--- config.mk ---
export PLATFORM = sky130hd
export DESIGN_NAME = sfla_heads
export DESIGN_NICKNAME = d
export VERILOG_FILES = /design/src/rtl/sfla_pkg.sv /design/src/rtl/sfla_heads.sv
export SDC_FILE = /design/constraint.sdc
export NUM_CORES = 1
export LEC_CHECK = 0
export ABC_AREA = 1
export BUFFER_PORTS_ARGS = -buffer_cell sky130_fd_sc_hd__buf_2
export CAP_MARGIN = 20
export CORE_ASPECT_RATIO = 1.5
export CORE_UTILIZATION = 40
export DETAILED_ROUTE_END_ITERATION = 10
export PLACE_DENSITY = 0.64
export SLEW_MARGIN = 20
export SYNTH_ARGS = -nofsm -noshare
export SYNTH_HDL_FRONTEND = slang
export SYNTH_SLANG_ARGS = --single-unit
--- constraint.sdc ---
create_clock -name clk -period 6 [get_ports clk]
set_clock_uncertainty 0.15 [all_clocks]
set_input_delay 0 -clock clk [delete_from_list [all_inputs] [get_ports clk]]
set_output_delay 0 -clock clk [all_outputs]
set_load 0.01 [all_outputs]
--- src/rtl/sfla_pkg.sv ---
// Shared constants, types and codes of the segregated free list allocator.
`default_nettype none
package sfla_pkg;
	localparam int ALIGN_BYTES     = 8;
	localparam int ALIGN_LOG2      = $clog2(ALIGN_BYTES);
	localparam int MAX_SMALL_BYTES = 128;
	localparam int NUM_CLASSES     = 16;
	localparam int CLS_W           = $clog2(NUM_CLASSES);
	localparam int REFILL_COUNT    = 20;
	localparam int CNT_W           = $clog2(REFILL_COUNT + 1);
	localparam int ARENA_BYTES     = 65536;
	localparam int ADDR_W          = 16;
	localparam int SIZE_W          = 12;
	localparam int PTR_W           = 17;
	localparam int LINK_DEPTH      = ARENA_BYTES / ALIGN_BYTES;
	localparam int LINK_AW         = $clog2(LINK_DEPTH);
	localparam int BLK_W           = $clog2(MAX_SMALL_BYTES + 1);

	localparam logic [1:0] ST_OK       = 2'd0;
	localparam logic [1:0] ST_OVERSIZE = 2'd1;
	localparam logic [1:0] ST_OOM      = 2'd2;

	typedef struct packed {
		logic              valid;
		logic [ADDR_W-1:0] addr;
	} link_t;

	typedef struct packed {
		logic             en;
		logic [CLS_W-1:0] idx;
		link_t            ent;
	} hd_wr_t;

	typedef struct packed {
		logic              found;
		logic [CLS_W-1:0]  idx;
		logic [ADDR_W-1:0] addr;
	} hd_srch_t;
endpackage
`default_nettype wire

--- src/rtl/sfla_heads.sv ---
// Class list heads with valid bits, a read port and an upward search for a free block.
`default_nettype none
module sfla_heads (
	input  wire logic                      clk,
	input  wire logic                      arst_n,
	input  wire sfla_pkg::hd_wr_t          wr,
	input  wire logic [sfla_pkg::CLS_W-1:0] rd_idx,
	output sfla_pkg::link_t                rd,
	input  wire logic [sfla_pkg::CLS_W-1:0] base,
	output sfla_pkg::hd_srch_t             srch
);
	logic [sfla_pkg::NUM_CLASSES-1:0] valid_q;
	logic [sfla_pkg::ADDR_W-1:0]      addr_q [sfla_pkg::NUM_CLASSES];

	always_ff @(posedge clk or negedge arst_n) begin
		if (!arst_n) begin
			valid_q <= '0;
		end else if (wr.en) begin
			valid_q[wr.idx] <= wr.ent.valid;
		end
	end

	always_ff @(posedge clk) begin
		if (wr.en) begin
			addr_q[wr.idx] <= wr.ent.addr;
		end
	end

	assign rd.valid = valid_q[rd_idx];
	assign rd.addr  = addr_q[rd_idx];

	always_comb begin
		srch = '0;
		for (int k = 0; k < sfla_pkg::NUM_CLASSES; k++) begin
			if (!srch.found && (k >= int'(base)) && valid_q[k]) begin
				srch.found = 1'b1;
				srch.idx   = sfla_pkg::CLS_W'(k);
				srch.addr  = addr_q[k];
			end
		end
	end
endmodule
`default_nettype wire

==> impl_metrics.env <==
export IMPL_clock_latency_ns=0.54
export IMPL_routed_wirelength_um=41670
export IMPL_avgRoutedWirePerCell_um=21.48
export IMPL_yosysWarningCount=0
export IMPL_layout_drive_gt1_share_pct=10.20
export IMPL_fillers=3048
export IMPL_io_buffers=69
export IMPL_fin_hold_ws_ns=0.02507
export IMPL_postSynthNetCount=1472
export IMPL_hpwlAfterDp_um=26550
export IMPL_layout_cells_non_filler=1940
export IMPL_final_setup_tns_ns=0
export IMPL_ctsHoldBuffers=22
export IMPL_grt_usage_pct=23.87
export IMPL_grt_pass1_wl_um=63120
export IMPL_initial_core_util_pct=40.70
export IMPL_place_inst=1870
export IMPL_ctsResizeCount=0
export IMPL_place_congestion=0.8519
export IMPL_core_sq_mm=0.03355
export IMPL_max_freq_ghz=0.2221
export IMPL_synth_ff_type="edfxtp_1"
export IMPL_cts_sinks=272
export IMPL_ctsLongestPathBuffers=3
export IMPL_final_area_sq_mm=0.01552
export IMPL_drt_pass1_iterations=5
export IMPL_drv_cap=0
export IMPL_status="completed"
export IMPL_r2r_slack_ns=4.38
export IMPL_rsz0062_at_grt="false"
export IMPL_place_ws_ns=2.087
export IMPL_arrival_ns=4.35
export IMPL_antennaDiodeCount=0
export IMPL_critical_path_required_ns=5.85
export IMPL_grt_pass1_vias=11040
export IMPL_synth_top_area_cell="edfxtp_1"
export IMPL_fp_dieH_um=228.3
export IMPL_antenna_left=0
export IMPL_syn_to_final_growth_pct=13.67
export IMPL_die_area_sq_mm=0.03490
export IMPL_synth_seq_cells=272
export IMPL_hp_class="in -> reg"
export IMPL_leakage_nw=5.959
export IMPL_async_flop_share_pct=5.882
export IMPL_tritoncts="yes"
export IMPL_clk_pin_slew_ns=0.07
export IMPL_synth_seq_area_share_pct=59.23
export IMPL_drtIter0Drc=1214
export IMPL_multiInputGateArea_sq_mm=0.004671
export IMPL_maxSlewHeadroom_pct=23.97
export IMPL_crit_fanout=36
export IMPL_synth_edf_count=256
export IMPL_cts_setup_buffers=0
export IMPL_viasPerCell=5.844
export IMPL_hold_viol=0
export IMPL_power_density_mw_per_mm2=301.9
export IMPL_period_share_pct=75.05
export IMPL_final_common_cell="edfxtp_1"
export IMPL_seq_area_sq_mm=0.008088
export IMPL_power_mw=4.686
export IMPL_synth_top_area_share_pct=56.29
export IMPL_grt_max_degree=129
export IMPL_holdPathStages=4
export IMPL_drc=0
export IMPL_rr_worst_depth=2
export IMPL_whs_endpoint="addr_q[11][14]$_DFFE_PP_"
export IMPL_ys_types=34
export IMPL_crit_path_end_kind="output pin"
export IMPL_synth_area_sq_mm=0.01366
export IMPL_synth_cells=1440
export IMPL_crit_reg2reg_launch="valid_q[15]$_DFFE_PN0P_"
export IMPL_die_x_um=152.9
export IMPL_cp_start_kind="flip-flop"
export IMPL_peakVddDrop_mv=0.1918
export IMPL_slew_violations=0
export IMPL_num_rows=82
export IMPL_synthTopCellsByArea="edfxtp_1 (56%), nor2_1 (6.5%), nand3_1 (6.1%)"
export IMPL_tightest_slew_ns=1.137
export IMPL_setup_slack_ns=1.497
export IMPL_synth_area_per_cell_sq_um=9.483
export IMPL_htreeDepth=1
export IMPL_hold_start="wr[17]"
export IMPL_overflow=0
export IMPL_r2r_end="valid_q[15]$_DFFE_PN0P_"
export IMPL_nNetsFinal=1532
export IMPL_final_util_pct=46.27
export IMPL_io_pins=70
export IMPL_cts_buffers=26
export IMPL_layout_common_cells="edfxtp_1 (256), nor2_1 (231), nand3_1 (166)"
export IMPL_post_dp_cell_area_sq_mm=0.01441
export IMPL_period_needed_ns=4.503
export IMPL_antenna_found_initial=0
export IMPL_root_buffer="clkbuf_16"
export IMPL_finalSetupViolCount=0
export IMPL_via_count=11340
export IMPL_criticalPathCategory="reg -> out"
[worst max-delay path: stages, from the launching register on]
cell and delay (ns):
dfrtp_1 0.36, inv_1 0.08, nor2_1 0.04, nand2_1 0.14
nand4_1 0.16, nor2_4 0.71, nand3_4 0.21, nor2_8 0.45
nand4_4 0.19, nor2_8 0.30, nand2_2 0.10, nor2_4 0.55
nand4_1 0.20, nand3_1 0.16, buf_2 0.14
[layout make-up]
| class | instances | share of cell area, % |
|---|---|---|
| multi-input cells | 930 | 30.09 |
| clock buffers | 34 | 4.651 |
| repair buffers | 119 | 5.038 |
| well taps | 420 | 3.385 |
| flip-flops and latches | 272 | 52.10 |
| clock inverters | 14 | 1.080 |
| inverters | 151 | 3.651 |
[worst max path at each step]
stage                to  cells after the start              startpoint  slack [ns]
2_1_floorplan  srch[10]                     14  valid_q[1]$_DFFE_PN0P_        3.81
3_3_place_gp   srch[17]                     14  valid_q[1]$_DFFE_PN0P_        2.28
3_5_place_dp    srch[2]                     14  valid_q[1]$_DFFE_PN0P_        2.09
4_1_cts         srch[2]                     14  valid_q[1]$_DFFE_PN0P_        1.51
5_1_grt         srch[2]                     14  valid_q[1]$_DFFE_PN0P_        1.14
6_report        srch[2]                     14  valid_q[1]$_DFFE_PN0P_        1.50
[metal layers]
metal,track usage (%),wire (um),vias up
met3,2.503,2583,128
met1,27.32,15160,5518
li1,-,-,5204
met4,14.90,2435,0
met2,42.57,21490,488
met5,0,0,-
[cell families (layout without fill, tap and decap cells)]
group / after synthesis / after routing / synth area share (%)
DFF: 272 / 272 / 59.23
AOI/OAI and AO/OA: 297 / 297 / 12.42
and+or+nand+nor: 617 / 617 / 20.50
muxes: 16 / 16 / 1.173
buffers and inverters: 238 / 318 / 6.680
[synthesized netlist by cell type (all sizes together) (3+ instances only)]
cell type / count
buf: 16
edfxtp: 256
nand4: 69
clkbuf: 71
nor2: 241
nand2: 135
mux2i: 16
nand3: 168
clkinv: 5
inv: 146
dfrtp: 16
o21ai: 106
a21oi: 111
o221ai: 3
o211ai: 70
[registers in the layout, summed over array words and instances, names as in the netlist]
| name | flops |
|---|---|
| addr_q | 256 |
| valid_q | 16 |
[report_power, final]
part           internal, mW  leakage [nW]  total, mW  switching, mW
Sequential             2.14          2.50       2.18         0.0395
Clock                  1.02         0.436       1.74          0.721
Combinational         0.212          3.02      0.770          0.558
No activity file was read; power rests on OpenSTA's default activity.
